File: src/design/clb_pkg.sv
// Package for the character display text buffer.
// Holds geometry constants, command codes, word types, control structs and the cell index function.
package clb_pkg;

  localparam int COLUMNS = 16;
  localparam int ROWS    = 2;
  localparam int CELLS   = ROWS * COLUMNS;
  localparam int COL_W   = $clog2(COLUMNS);
  localparam int CELL_W  = $clog2(CELLS);

  localparam logic [7:0] SPACE_CHAR = 8'h20;
  localparam logic [COL_W-1:0] LAST_COL = COL_W'(COLUMNS - 1);

  localparam logic [3:0] CMD_CLEAR     = 4'd0;
  localparam logic [3:0] CMD_CLEAR_EOL = 4'd1;
  localparam logic [3:0] CMD_PUT_CHAR  = 4'd2;
  localparam logic [3:0] CMD_UP        = 4'd3;
  localparam logic [3:0] CMD_DOWN      = 4'd4;
  localparam logic [3:0] CMD_RIGHT     = 4'd5;
  localparam logic [3:0] CMD_LEFT      = 4'd6;
  localparam logic [3:0] CMD_SET_POS   = 4'd7;
  localparam logic [3:0] CMD_READ_CELL = 4'd8;

  typedef struct packed {
    logic [3:0] cmd;
    logic [1:0] row;
    logic [4:0] column;
    logic [7:0] char_code;
    logic       write_flag;
  } in_word_t;

  typedef struct packed {
    logic       ok;
    logic       cursor_row;
    logic [3:0] cursor_column;
    logic [7:0] cell_char;
  } out_word_t;

  typedef struct packed {
    logic latch;
    logic exec;
    logic load_cell;
  } ctl_cmd_t;

  typedef struct packed {
    logic is_read;
  } ctl_sts_t;

  function automatic logic [CELL_W-1:0] cell_idx(input logic r, input logic [COL_W-1:0] c);
    cell_idx = r ? CELL_W'(COLUMNS) + CELL_W'(c) : CELL_W'(c);
  endfunction

endpackage

File: src/design/clb_ram.sv
// Generic single-write, single-read RAM with registered read data.
// No dependencies.
module clb_ram #(
  parameter int WIDTH = 8,
  parameter int DEPTH = 32
) (
  input  logic                     clk,
  input  logic                     wr_en,
  input  logic [$clog2(DEPTH)-1:0] wr_addr,
  input  logic [WIDTH-1:0]         wr_data,
  input  logic                     rd_en,
  input  logic [$clog2(DEPTH)-1:0] rd_addr,
  output logic [WIDTH-1:0]         rd_data
);

  logic [WIDTH-1:0] mem [DEPTH];

  always_ff @(posedge clk) begin
    if (wr_en) begin
      mem[wr_addr] <= wr_data;
    end
    if (rd_en) begin
      rd_data <= mem[rd_addr];
    end
  end

endmodule

File: src/design/clb_ctrl.sv
// Controller state machine for the text buffer: word handshakes and sequencing.
// Depends on clb_pkg.
module clb_ctrl
  import clb_pkg::*;
(
  input  logic     clk,
  input  logic     rst_n,
  input  logic     in_valid,
  output logic     in_ready,
  output logic     out_valid,
  input  logic     out_ready,
  output ctl_cmd_t ctl,
  input  ctl_sts_t sts
);

  typedef enum logic [2:0] {
    ST_IDLE = 3'b001,
    ST_EXEC = 3'b010,
    ST_READ = 3'b100
  } state_t;

  state_t state_r, state_nxt;
  logic   out_valid_r, out_valid_nxt;
  logic   out_free;
  logic   load_out;

  assign in_ready  = (state_r == ST_IDLE);
  assign out_valid = out_valid_r;
  assign out_free  = !out_valid_r || out_ready;

  always_comb begin
    state_nxt     = state_r;
    ctl           = '0;
    load_out      = 1'b0;
    unique case (state_r)
      ST_IDLE: begin
        if (in_valid) begin
          ctl.latch = 1'b1;
          state_nxt = ST_EXEC;
        end
      end
      ST_EXEC: begin
        if (out_free) begin
          ctl.exec = 1'b1;
          if (sts.is_read) begin
            state_nxt = ST_READ;
          end else begin
            load_out  = 1'b1;
            state_nxt = ST_IDLE;
          end
        end
      end
      ST_READ: begin
        ctl.load_cell = 1'b1;
        load_out      = 1'b1;
        state_nxt     = ST_IDLE;
      end
      default: state_nxt = ST_IDLE;
    endcase
    if (load_out) begin
      out_valid_nxt = 1'b1;
    end else if (out_ready) begin
      out_valid_nxt = 1'b0;
    end else begin
      out_valid_nxt = out_valid_r;
    end
  end

  always_ff @(posedge clk) begin
    if (!rst_n) begin
      state_r     <= ST_IDLE;
      out_valid_r <= 1'b0;
    end else begin
      state_r     <= state_nxt;
      out_valid_r <= out_valid_nxt;
    end
  end

endmodule

File: src/design/clb_datapath.sv
// Datapath of the text buffer: request register, cursor, cell RAM with per-cell valid bits, result word.
// Depends on clb_pkg and clb_ram.
module clb_datapath
  import clb_pkg::*;
(
  input  logic      clk,
  input  logic      rst_n,
  input  in_word_t  in_data,
  output out_word_t out_data,
  input  ctl_cmd_t  ctl,
  output ctl_sts_t  sts
);

  in_word_t          req_r;
  logic              cur_row_r, cur_row_nxt;
  logic [COL_W-1:0]  cur_col_r, cur_col_nxt;
  logic [CELLS-1:0]  valid_r, valid_nxt;
  logic              rd_valid_r;
  logic              res_ok_r, res_ok_nxt;
  logic              res_row_r;
  logic [COL_W-1:0]  res_col_r;
  logic [7:0]        res_cell_r;

  logic              pos_ok;
  logic [COL_W-1:0]  req_col;
  logic [CELL_W-1:0] req_idx;
  logic [CELL_W-1:0] cur_idx;
  logic              wr_en;
  logic [CELL_W-1:0] wr_addr;
  logic              rd_en;
  logic [7:0]        rd_data;

  assign pos_ok  = !req_r.row[1] && ({2'b00, req_r.column} < 7'(COLUMNS));
  assign req_col = COL_W'(req_r.column);
  assign req_idx = cell_idx(req_r.row[0], req_col);
  assign cur_idx = cell_idx(cur_row_r, cur_col_r);
  assign rd_en   = ctl.exec && (req_r.cmd == CMD_READ_CELL);
  assign sts.is_read = (req_r.cmd == CMD_READ_CELL);

  always_comb begin
    cur_row_nxt = cur_row_r;
    cur_col_nxt = cur_col_r;
    valid_nxt   = valid_r;
    res_ok_nxt  = 1'b0;
    wr_en       = 1'b0;
    wr_addr     = cur_idx;
    if (ctl.exec) begin
      unique case (req_r.cmd)
        CMD_CLEAR: begin
          valid_nxt   = '0;
          cur_row_nxt = 1'b0;
          cur_col_nxt = '0;
          res_ok_nxt  = 1'b1;
        end
        CMD_CLEAR_EOL: begin
          for (int i = 0; i < CELLS; i++) begin
            if (((i / COLUMNS) == int'(cur_row_r)) && ((i % COLUMNS) >= int'(cur_col_r))) begin
              valid_nxt[i] = 1'b0;
            end
          end
          res_ok_nxt = 1'b1;
        end
        CMD_PUT_CHAR, CMD_RIGHT: begin
          if (req_r.cmd == CMD_PUT_CHAR) begin
            wr_en            = 1'b1;
            valid_nxt[cur_idx] = 1'b1;
          end
          if (cur_col_r == LAST_COL) begin
            cur_col_nxt = '0;
            cur_row_nxt = !cur_row_r;
          end else begin
            cur_col_nxt = cur_col_r + 1'b1;
          end
          res_ok_nxt = 1'b1;
        end
        CMD_LEFT: begin
          if (cur_col_r == '0) begin
            cur_col_nxt = LAST_COL;
            cur_row_nxt = !cur_row_r;
          end else begin
            cur_col_nxt = cur_col_r - 1'b1;
          end
          res_ok_nxt = 1'b1;
        end
        CMD_UP: begin
          if (cur_row_r) begin
            cur_row_nxt = 1'b0;
            res_ok_nxt  = 1'b1;
          end
        end
        CMD_DOWN: begin
          if (!cur_row_r) begin
            cur_row_nxt = 1'b1;
            res_ok_nxt  = 1'b1;
          end
        end
        CMD_SET_POS: begin
          if (pos_ok) begin
            cur_row_nxt = req_r.row[0];
            cur_col_nxt = req_col;
            res_ok_nxt  = 1'b1;
            if (req_r.write_flag) begin
              wr_en              = 1'b1;
              wr_addr            = req_idx;
              valid_nxt[req_idx] = 1'b1;
            end
          end
        end
        CMD_READ_CELL: begin
          res_ok_nxt = pos_ok;
        end
        default: begin
        end
      endcase
    end
  end

  clb_ram #(
    .WIDTH(8),
    .DEPTH(CELLS)
  ) u_cells (
    .clk    (clk),
    .wr_en  (wr_en),
    .wr_addr(wr_addr),
    .wr_data(req_r.char_code),
    .rd_en  (rd_en),
    .rd_addr(req_idx),
    .rd_data(rd_data)
  );

  always_ff @(posedge clk) begin
    if (!rst_n) begin
      cur_row_r <= 1'b0;
      cur_col_r <= '0;
      valid_r   <= '0;
    end else begin
      cur_row_r <= cur_row_nxt;
      cur_col_r <= cur_col_nxt;
      valid_r   <= valid_nxt;
    end
  end

  always_ff @(posedge clk) begin
    if (ctl.latch) begin
      req_r <= in_data;
    end
    if (rd_en) begin
      rd_valid_r <= valid_r[req_idx];
    end
    if (ctl.exec) begin
      res_ok_r   <= res_ok_nxt;
      res_row_r  <= cur_row_nxt;
      res_col_r  <= cur_col_nxt;
      res_cell_r <= 8'h00;
    end
    if (ctl.load_cell) begin
      res_cell_r <= !res_ok_r ? 8'h00 : (rd_valid_r ? rd_data : SPACE_CHAR);
    end
  end

  assign out_data.ok            = res_ok_r;
  assign out_data.cursor_row    = res_row_r;
  assign out_data.cursor_column = 4'(res_col_r);
  assign out_data.cell_char     = res_cell_r;

endmodule

File: src/design/char_lcd_text_buffer_unit.sv
// Top level of the 2-row character display text buffer with cursor.
// Sequence: a command word is latched in the request register, then executed in EXEC, then for a cell read
// loaded from the RAM read port in READ before the result word is registered; EXEC waits for a free result.
// A new word is taken only in IDLE, after the previous one is through; input is taken while a result waits.
// Reset (rst_n, synchronous): all cells read as spaces, cursor at row 0 column 0, no pending word.
module char_lcd_text_buffer_unit
  import clb_pkg::*;
(
  input  logic      clk,
  input  logic      rst_n,
  input  logic      in_valid,
  output logic      in_ready,
  input  in_word_t  in_data,
  output logic      out_valid,
  input  logic      out_ready,
  output out_word_t out_data
);

  ctl_cmd_t ctl;
  ctl_sts_t sts;

  clb_ctrl u_ctrl (
    .clk      (clk),
    .rst_n    (rst_n),
    .in_valid (in_valid),
    .in_ready (in_ready),
    .out_valid(out_valid),
    .out_ready(out_ready),
    .ctl      (ctl),
    .sts      (sts)
  );

  clb_datapath u_dp (
    .clk     (clk),
    .rst_n   (rst_n),
    .in_data (in_data),
    .out_data(out_data),
    .ctl     (ctl),
    .sts     (sts)
  );

endmodule

File: config.mk
export PLATFORM = sky130hd
export DESIGN_NAME = char_lcd_text_buffer_unit
export DESIGN_NICKNAME = d
export VERILOG_FILES = /design/src/design/clb_pkg.sv /design/src/design/clb_ram.sv /design/src/design/clb_ctrl.sv /design/src/design/clb_datapath.sv /design/src/design/char_lcd_text_buffer_unit.sv
export SDC_FILE = /design/constraint.sdc
export NUM_CORES = 1
export LEC_CHECK = 0
export ABC_CLOCK_PERIOD_IN_PS = 3440
export BUFFER_PORTS_ARGS = -buffer_cell sky130_fd_sc_hd__buf_2
export CAP_MARGIN = 20
export CORE_UTILIZATION = 55
export CTS_CLUSTER_DIAMETER = 50
export DETAILED_ROUTE_END_ITERATION = 8
export GPL_ROUTABILITY_DRIVEN = 1
export PLACE_DENSITY = 0.74
export SYNTH_ARGS = -nofsm -noshare
export SYNTH_HDL_FRONTEND = slang
export SYNTH_SLANG_ARGS = --single-unit
File: constraint.sdc
create_clock -name clk -period 3.44 [get_ports clk]
set_input_delay 0.516 -clock clk [delete_from_list [all_inputs] [get_ports clk]]
set_output_delay 0.516 -clock clk [all_outputs]
set_load 0.01 [all_outputs]
Yosys cells after proc, flatten, opt, wreduce, memory -nomap -nowiden

Memories as Yosys holds them, arrays and structs flattened. A register that Yosys moved wholly into a read port is not among the register bits.
Cells that the tools add are included.

Mux-type cells: 87
$add $sub $neg: 4
Equal/unequal tests: 49
Reduce and logical (&&, ||, !) cells: 79
$lt $le $gt $ge: 20
Bitwise operators: 3

Operators by type and width:

| operator              | number |
|---|---|
| $reduce_and A6 Y1     | 32 |
| $pmux W32 S4          | 1 |
| $mux W32              | 3 |
| $ne A2 B1 Y1 const B  | 35 |
| $or A32 B32 Y32       | 2 |
| $mux W1               | 57 |
| $logic_and A1 B1 Y1   | 34 |
| $mux W8               | 4 |
| $mux W5               | 6 |
| $ge A4 B4 Y1 const A  | 7 |
| $eq A4 B3 Y1 const B  | 4 |
| $ge A3 B4 Y1 const A  | 4 |
| $mux W4               | 4 |
| $pmux W4 S4           | 1 |
| $lt A5 B6 Y1 const B  | 2 |
| $add A5 B4 Y5 const A | 2 |
| $demux W1 S5          | 2 |
| $ge A5 B1 Y1 const B  | 2 |
| $pmux W1 S5           | 2 |
| $mux W3               | 3 |
| $eq A4 B2 Y1 const B  | 2 |
| $eq A4 B4 Y1 const B  | 2 |
| $ge A1 B4 Y1 const A  | 2 |
| $ge A2 B4 Y1 const A  | 2 |
| 20 further kinds      | 27 |

Output and inout bits: 16
Memories: 1
Flip-flop bits (word level): 76
Word-level logic and storage cells: 289
Input bits: 24
RAM bits: 256

Memory list:

| name             | words | width | rd ports | clocked after memory_dff | write ports | RTL line      | text |
|---|---|---|---|---|---|---|---|
| u_dp.u_cells.mem | 32    | 8     | 1        | 1                        | 1           | clb_ram.sv:16 | `logic [WIDTH-1:0] mem [DEPTH];` |

Depth between registers and ports, before layout

Gate-level depths: netlist of the first run.

Depth after elaboration: 10
Depth in mapped cells: 11
Depth with buffers taken out: 9

Hierarchy

A second synthesis of the first run with hierarchy kept.

Cells, all modules: 862
Area total of the unflattened synthesis: 14512.7 µm²

Modules (own cells, without submodules):

| module       | area an instance (µm²) | instances | cells each | seq. area each (µm²) |
|---|---|---|---|---|
| clb_ram      | 10133.5                | 1         | 417        | 7927.6 |
| clb_datapath | 4182.8                 | 1         | 420        | 1791.7 |
| clb_ctrl     | 196.4                  | 1         | 25         | 80.1 |

Worst setup path before layout of the first run

Ideal clock, no wire load.

Kind: reg2reg
Start: register u_ctrl.state_r[2]
End: memory u_dp.u_cells.mem[10][0], enable pin
Setup slack: 0.737 ns
Required time: 3.057 ns
Stages on the path, launching flop included: 9
Period minus slack after synthesis: 2.703 ns
Buffers on the path: 2
Arrival: 2.319 ns
Library setup time: 0.383 ns
Cell sequence: dfxtp_1 -> or3b_1 -> nand2b_4 -> buf_6 -> clkinv_4 -> buf_6 -> nand3_4 -> a211o_1 -> nor3_1

Word-level cells in the longest chain between the ends: 5
Elaborated cells between the ends (all ways): 6
Those cells by class: 1 x eq/ne; 5 x mux

RTL lines:

| item                          | RTL line           | text |
|---|---|---|
| start: declaration            | clb_ctrl.sv:22     | `state_t state_r, state_nxt;` |
| start signal: assignment      | clb_ctrl.sv:74     | `state_r <= state_nxt;` |
| $eq A3 B2 Y1 *                | clb_ctrl.sv:35     | `unique case (state_r)` |
| $mux W1 *                     | clb_ctrl.sv:35     |  |
| $mux W1                       | clb_datapath.sv:47 | `if (ctl.exec) begin` |
| $mux W1                       | clb_ram.sv:19      | `if (wr_en) begin` |
| $mux W1 (not written as such) | clb_ram.sv:20      | `mem[wr_addr] <= wr_data;` |
| end: declaration              | clb_ram.sv:16      |  |

Mark *: on every way between the ends. The rest lies on a longest branch, timed or not.

Worst setup path after layout of the first run

Start: register u_dp.req_r[16] (netlist bit)
End: memory u_dp.u_cells.mem[10][7], enable pin

Word-level cells in the longest chain between the ends: 6
Elaborated cells between the ends (all ways): 11
Those cells by class: 3 x eq/ne; 7 x mux; 1 x reduce/logical

RTL lines:

| item                                                | RTL line                               | text |
|---|---|---|
| start: declaration                                  | clb_datapath.sv:14                     | `in_word_t req_r;` |
| start signal: assignment                            | clb_datapath.sv:145                    | `req_r <= in_data;` |
| $eq A4 B2 Y1 / $eq A4 B3 Y1 (equally long branches) | clb_datapath.sv:48, clb_datapath.sv:64 |  |
| $mux W1 / $reduce_or A2 Y1 (equally long branches)  | clb_datapath.sv:64, clb_datapath.sv:48 |  |
| $pmux W1 S2                                         | clb_datapath.sv:48                     | `unique case (req_r.cmd)` |
| $mux W1                                             | clb_datapath.sv:47                     |  |
| $mux W1                                             | clb_ram.sv:19                          |  |
| $mux W1 (not written as such)                       | clb_ram.sv:20                          |  |

Parallel ways exist; a longest one is shown, timed or not.

==> impl_metrics.csv, run 1 <==
group,metric,value,unit
status,status,"finished clean",
floorplan,die-area,27000,µm²
timing,rsz0062_at_grt,"no",
logic_synthesis,syn_area,14500,µm²
hold_path,hold_path.class,"input port to register",
placement,dpl.hpwl,21700,µm
clocking,worstSkewPairLatency,0.53,ns
logic_synthesis,ys_seq_area_share,67.6,%
logic_synthesis,synth-seq-cells,340,
logic_synthesis,synth_edf_count,299,
final_layout,utilization,63.5,%
logic_synthesis,synth_top_cell_by_area,"edfxtp_1",
power,ir_worst_vdd,0.000614,V
hold_path,hp-start,"in_data[2]",
placement,place.gp.congestion,0.917,
hold_path,hold_end,"u_dp.req_r[2]",
final_layout,drive_gt1_share,26.0,%
final_layout,layoutNonFillerInstCount,1323,
floorplan,io_pins,40,
floorplan,rows,59,
logic_synthesis,syn_avg_cell_area,16.4,µm²
floorplan,start_util,55.8,%
timing,slew_violations,0,
clocking,root_buffer,"clkbuf_16",
job,maxCapViolations,0,
grt,antenna_found_initial,0,
logic_synthesis,yosys_warnings,0,
grt,grt_max_degree,49,
final_layout,diodes,0,
routing,drt_first_pass_iters,6,
final_layout,finalInstanceArea,16500,µm²
timing,fin_crit,3.11,ns
timing,fin_setup_tns,0,ns
timing,fmax,322,MHz
worst_setup_path,path_cells,"and4b_1, and2_2, nand3_4, a211o_1, nor3_1",
power,p_leak,5.33,nW
power,cellPowerDensity,528,nW/µm²
logic_synthesis,ys_top_cells_by_area,"edfxtp_1, mux4_2, dfxtp_1",
logic_synthesis,ys_async_sr_fraction,0,%
clocking,clk_pin_slew,0.06,ns
routing,num_vias,8774,
clocking,cts_buffer_depth,3,
clocking,htree_num_levels,2,
timing,hold_viol,0,
clocking,cts_resized,0,
worst_setup_path,crit_fanout,15,
clocking,cts_tree,"done",
timing,fin_crit_sh,90.4,%
floorplan,die-width,164,µm
logic_synthesis,netlist_instances,883,
routing,drtIter0Drc,1316,
timing,finalSetupViolCount,0,
routing,wl_per_cell,25.8,µm
placement,dp.cells,1244,
logic_synthesis,synth_fp_nets,914,
clocking,cts_setup_buffers,0,
worst_setup_path,critical_path_class,"register to register",
timing,worstMarginPinSlew,1.11,ns
worst_setup_path,critPathCaptureType,"register",
worst_setup_path,cp_top_family,"simple AND/OR/NAND/NOR gates",
worst_setup_path,cp_data_arrival_time,3.25,ns
worst_setup_path,cp-startpoint,"u_dp.req_r[16]",
clocking,ctsHoldBuffers,0,
grt,grt_pass1_vias,8479,
timing,slew_headroom,25.4,%
grt,gr-total-overflow,0,
final_layout,num-fill-cells,1826,
timing,clock_skew,0.0273,ns
worst_setup_path,r2r-start,"u_dp.req_r[16]",
worst_setup_path,cp.required,3.58,ns
floorplan,core,26000,µm²
hold_path,hold_depth,1,
worst_setup_path,start_kind,"register",
grt,grtUsageTotal,26.0,%
worst_setup_path,slowest_delay,0.96,ns
logic_synthesis,synth_top_flop_cell,"edfxtp_1",
floorplan,die_h,164,µm
routing,drtAntennaViolNets,0,
worst_setup_path,crit_slowest_cell,"nor3_1",
clocking,cts_made_buffers,38,
final_layout,area_growth_syn_to_layout,13.8,%
final_layout,fin_nets,990,
worst_setup_path,r2r_setup_slack,0.33,ns
routing,via_per_inst,6.63,
routing,routed_wl,34100,µm
worst_setup_path,reg2reg_depth,5,
routing,drc,0,
worst_setup_path,cp_num_buf_inv,0,
worst_setup_path,worstReg2RegEnd,"u_dp.u_cells.mem[10][7]",
logic_synthesis,synthDistinctLibCells,78,
clocking,cts_sinks,340,
grt,grt_pass1_wl,51200,µm
logic_synthesis,synth.top_cell.area_share,62.0,%
placement,port_buffers,39,
placement,placed_cell_area,15200,µm²
[synth_stat cells, drive strengths merged, types with 3 or more instances]
master,instances
a211oi,7
a21o,6
a21oi,30
a221o,4
a22o,4
a22oi,39
a311oi,5
a31oi,8
a32o,6
a32oi,7
and2,19
and3,4
buf,33
clkbuf,31
dfxtp,41
edfxtp,299
ha,7
inv,16
mux4,72
nand2,25
nand2b,10
nand3,16
nand4,14
nand4b,3
nor2,33
nor2b,4
nor3,38
nor3b,6
nor4,3
nor4b,4
o2111ai,3
o211a,4
o21ai,10
o221a,17
o22ai,3
o31a,3
o31ai,3
o32ai,4
or2,3
or3,7
or3b,3
[metal layers]
metal | track usage [%] | share of wire, % | vias to the layer above
li1 | - | - | 3796
met1 | 37.7 | 41 | 4386
met2 | 40.1 | 47 | 525
met3 | 4.49 | 9.2 | 67
met4 | 8.71 | 2.8 | 0
met5 | 0 | 0 | -
[per-stage QoR]
step	worst slack [ns]	hold slack (ns)	total power, W
2_1_floorplan	0.737	0.435	0.00491
3_3_place_gp	0.367	0.452	0.00507
3_5_place_dp	0.248	0.462	0.00507
4_1_cts	0.212	0.148	0.00872
5_1_grt	0.183	0.147	0.00894
6_report	0.332	0.160	0.00872
[flip-flops by register name (all words and copies together), names as in the netlist]
register / count
u_dp.u_cells.rd_data: 8
u_dp.rd_valid_r: 1
u_dp.res_cell_r: 8
u_dp.res_col_r: 4
u_dp.u_cells.mem: 256
u_dp.cur_col_r: 4
u_ctrl.out_valid: 1
u_dp.res_row_r: 1
u_dp.valid_r: 32
u_ctrl.state_r: 3
u_dp.req_col: 4
u_dp.res_ok_r: 1
u_dp.req_r: 16
u_dp.cur_row_r: 1
[kinds of logic (layout without fill, tap and decap cells)]
family,Yosys count,count (layout),share of synthesized area (%)
fa+ha+maj,7,7,0.604
flops,340,340,67.6
mux,75,75,11.4
compound gates,176,176,9.57
xor+xnor,1,1,0.0604
simple gates,203,203,8.20
buf+inv,81,186,2.54
[cell usage in the layout, fill, tap and decap left out, drive strengths merged, types with 4 or more instances in the layout]
| master | n |
|---|---|
| a31oi | 8 |
| inv | 20 |
| a311oi | 5 |
| nor4b | 4 |
| nor2b | 4 |
| edfxtp | 299 |
| o221a | 17 |
| nand3 | 16 |
| o32ai | 4 |
| mux4 | 72 |
| o211a | 4 |
| a21o | 6 |
| nor2 | 33 |
| a221o | 4 |
| clkinv | 10 |
| nor3b | 6 |
| o21ai | 10 |
| and3 | 4 |
| a32o | 6 |
| and2 | 19 |
| nor3 | 38 |
| a211oi | 7 |
| a21oi | 30 |
| nand2 | 25 |
| buf | 97 |
| a22oi | 39 |
| nand2b | 10 |
| nand4 | 14 |
| a32oi | 7 |
| ha | 7 |
| or3 | 7 |
| clkbuf | 57 |
| dfxtp | 41 |
| a22o | 4 |
[report_power, final]
part	leakage [nW]	total [W]	internal, W	switching [W]
clock	0.545	0.00371	0.00214	0.00157
sequential	3.01	0.00457	0.00452	0.0000531
combinational	1.78	0.000433	0.000173	0.000260
total	5.33	0.00872	0.00683	0.00188
[worst max-delay path by stage]
stage	endpoint	slack, ns	cells past startpoint
6_report	u_dp.u_cells.mem[10][7]	0.33	5
5_1_grt	u_dp.u_cells.mem[10][6]	0.18	5
3_3_place_gp	u_dp.u_cells.mem[22][4]	0.37	5
2_1_floorplan	u_dp.u_cells.mem[10][0]	0.74	8
4_1_cts	u_dp.u_cells.mem[28][6]	0.21	5
3_5_place_dp	u_dp.u_cells.mem[28][6]	0.25	8
[cell type report]
| class | instances | area [µm²] | share of cell area, % |
|---|---|---|---|
| tap | 335 | 419 | 2.54 |
| clock buffer | 54 | 1010 | 6.13 |
| multi-input combinational | 462 | 4330 | 26.2 |
| clock inverter | 15 | 124 | 0.751 |
| timing repair buffer | 100 | 746 | 4.52 |
| sequential | 340 | 9800 | 59.4 |
| inverter | 17 | 68.8 | 0.417 |
[worst reg2reg max path, stage by stage, from the launching register on]
cell,delay (ns)
edfxtp_1,0.57
and4b_1,0.36
and2_2,0.24
nand3_4,0.10
a211o_1,0.48
nor3_1,0.97
(Power assumes the default switching activity.)
==> run 2, diff against run 1 <==
- PLACE_DENSITY: 0.74 -> 0.72
==> impl_metrics.csv, run 2 (synthesis gave the netlist of run 1 again) <==
group,metric,value,unit
timing,fin_crit,3.05,ns
final_layout,num-fill-cells,1859,
power,p_leak,5.32,nW
floorplan,core,26000,µm²
worst_setup_path,path_cells,"or3b_1, nand2b_4, clkinv_4, a21oi_1, a21o_1, nor3_1, clkbuf_2",
grt,grt_pass1_wl,52100,µm
worst_setup_path,slowest_delay,0.74,ns
worst_setup_path,cp.required,3.66,ns
status,status,"finished clean",
power,ir_worst_vdd,0.000470,V
placement,place.gp.congestion,0.933,
clocking,worstSkewPairLatency,0.54,ns
worst_setup_path,start_kind,"register",
floorplan,start_util,55.8,%
placement,dpl.hpwl,22800,µm
clocking,cts_buffer_depth,3,
routing,num_vias,8790,
grt,grtUsageTotal,26.6,%
timing,clock_skew,0.0260,ns
placement,dp.cells,1250,
hold_path,hold_depth,1,
final_layout,drive_gt1_share,26.8,%
worst_setup_path,crit_slowest_cell,"nor3_1",
grt,grt_max_degree,49,
clocking,ctsHoldBuffers,0,
floorplan,die_h,164,µm
clocking,root_buffer,"clkbuf_16",
worst_setup_path,cp_top_family,"simple AND/OR/NAND/NOR gates",
timing,fmax,328,MHz
power,cellPowerDensity,529,nW/µm²
floorplan,die-area,27000,µm²
floorplan,rows,59,
routing,routed_wl,34500,µm
routing,via_per_inst,6.63,
final_layout,diodes,0,
final_layout,largest_reg_flops,256,
clocking,cts_resized,0,
worst_setup_path,cp_num_buf_inv,2,
timing,worstMarginPinSlew,1.11,ns
routing,drc,0,
floorplan,io_pins,40,
worst_setup_path,cp_data_arrival_time,3.27,ns
clocking,htree_num_levels,2,
job,maxCapViolations,0,
final_layout,area_growth_syn_to_layout,13.3,%
grt,antenna_found_initial,0,
clocking,cts_made_buffers,38,
final_layout,layoutNonFillerInstCount,1325,
worst_setup_path,r2r_setup_slack,0.39,ns
hold_path,hold_path.class,"input port to register",
routing,wl_per_cell,26.0,µm
routing,drt_first_pass_iters,8,
clocking,cts_setup_buffers,0,
final_layout,final_cell_mix,"edfxtp_1, mux4_2, buf_4",
worst_setup_path,critPathCaptureType,"register",
floorplan,die-width,164,µm
grt,gr-total-overflow,0,
timing,finalSetupViolCount,0,
worst_setup_path,reg2reg_depth,7,
clocking,cts_sinks,340,
worst_setup_path,critical_path_class,"register to register",
final_layout,layout_commonest_cell,"edfxtp_1",
final_layout,seq_area,9800,µm²
routing,drtAntennaViolNets,0,
power,total_power,0.00869,W
clocking,clk_pin_slew,0.06,ns
timing,hold_viol,0,
worst_setup_path,cp.depth,7,
final_layout,top_regs,"u_dp.u_cells.mem (256), u_dp.valid_r (32), u_dp.req_r (16)",
worst_setup_path,crit_fanout,19,
timing,fin_crit_sh,88.8,%
timing,fin_setup_tns,0,ns
clocking,cts_tree,"done",
final_layout,multiInputGateArea,4330,µm²
grt,grt_pass1_vias,8503,
timing,rsz0062_at_grt,"no",
routing,drtIter0Drc,1090,
timing,slew_violations,0,
final_layout,regMostFlops,"u_dp.u_cells.mem",
final_layout,fin_nets,994,
placement,port_buffers,39,
timing,slew_headroom,25.6,%
[run 2: stage by stage]
step                      utilization [%]  hold slack, ns  area (µm²)  setup WS, ns
after floorplan                         -           0.435       14500         0.737
after global routing                 63.2           0.145       16400         0.203
after detailed placement             58.7           0.459       15200         0.211
final                                63.2           0.160       16400         0.387
after CTS                            63.0           0.148       16400         0.216
after global placement               58.6           0.450       15200         0.180
[run 2: cell type report]
cell class,instances,area share (%)
repair buffers,104,4.13
clock buffers,45,5.95
flip-flops and latches,340,59.7
clock inverters,22,0.914
inverters,17,0.419
multi-input cells,462,26.3
well taps,335,2.55
[run 2: final timing paths]
path,start,end
worst min-delay path,in_data[19],u_dp.req_r[19]
worst min register to register,u_dp.valid_r[2],u_dp.valid_r[2]
worst max-delay path,u_ctrl.state_r[1],u_dp.u_cells.mem[28][3]
worst max register to register,u_ctrl.state_r[1],u_dp.u_cells.mem[28][3]
[run 2: power by group]
part / internal (W) / total [W] / switching [W]
combinational: 0.000160 / 0.000425 / 0.000265
clock: 0.00206 / 0.00370 / 0.00164
sequential: 0.00452 / 0.00456 / 0.0000406
[run 2: layer usage]
layer,up-vias,global-route usage (%),part of all wire (%)
li1,3804,-,-
met1,4457,36.4,40
met2,439,41.9,48
met3,90,6.26,8.6
met4,0,9.43,3.4
met5,-,0,0
[run 2: worst reg2reg max path, cell delays in order (launching register included)]
cell and delay, ns:
dfxtp_1 0.38, or3b_1 0.41, nand2b_4 0.23, clkinv_4 0.19, a21oi_1 0.13, a21o_1 0.37
nor3_1 0.74, clkbuf_2 0.29
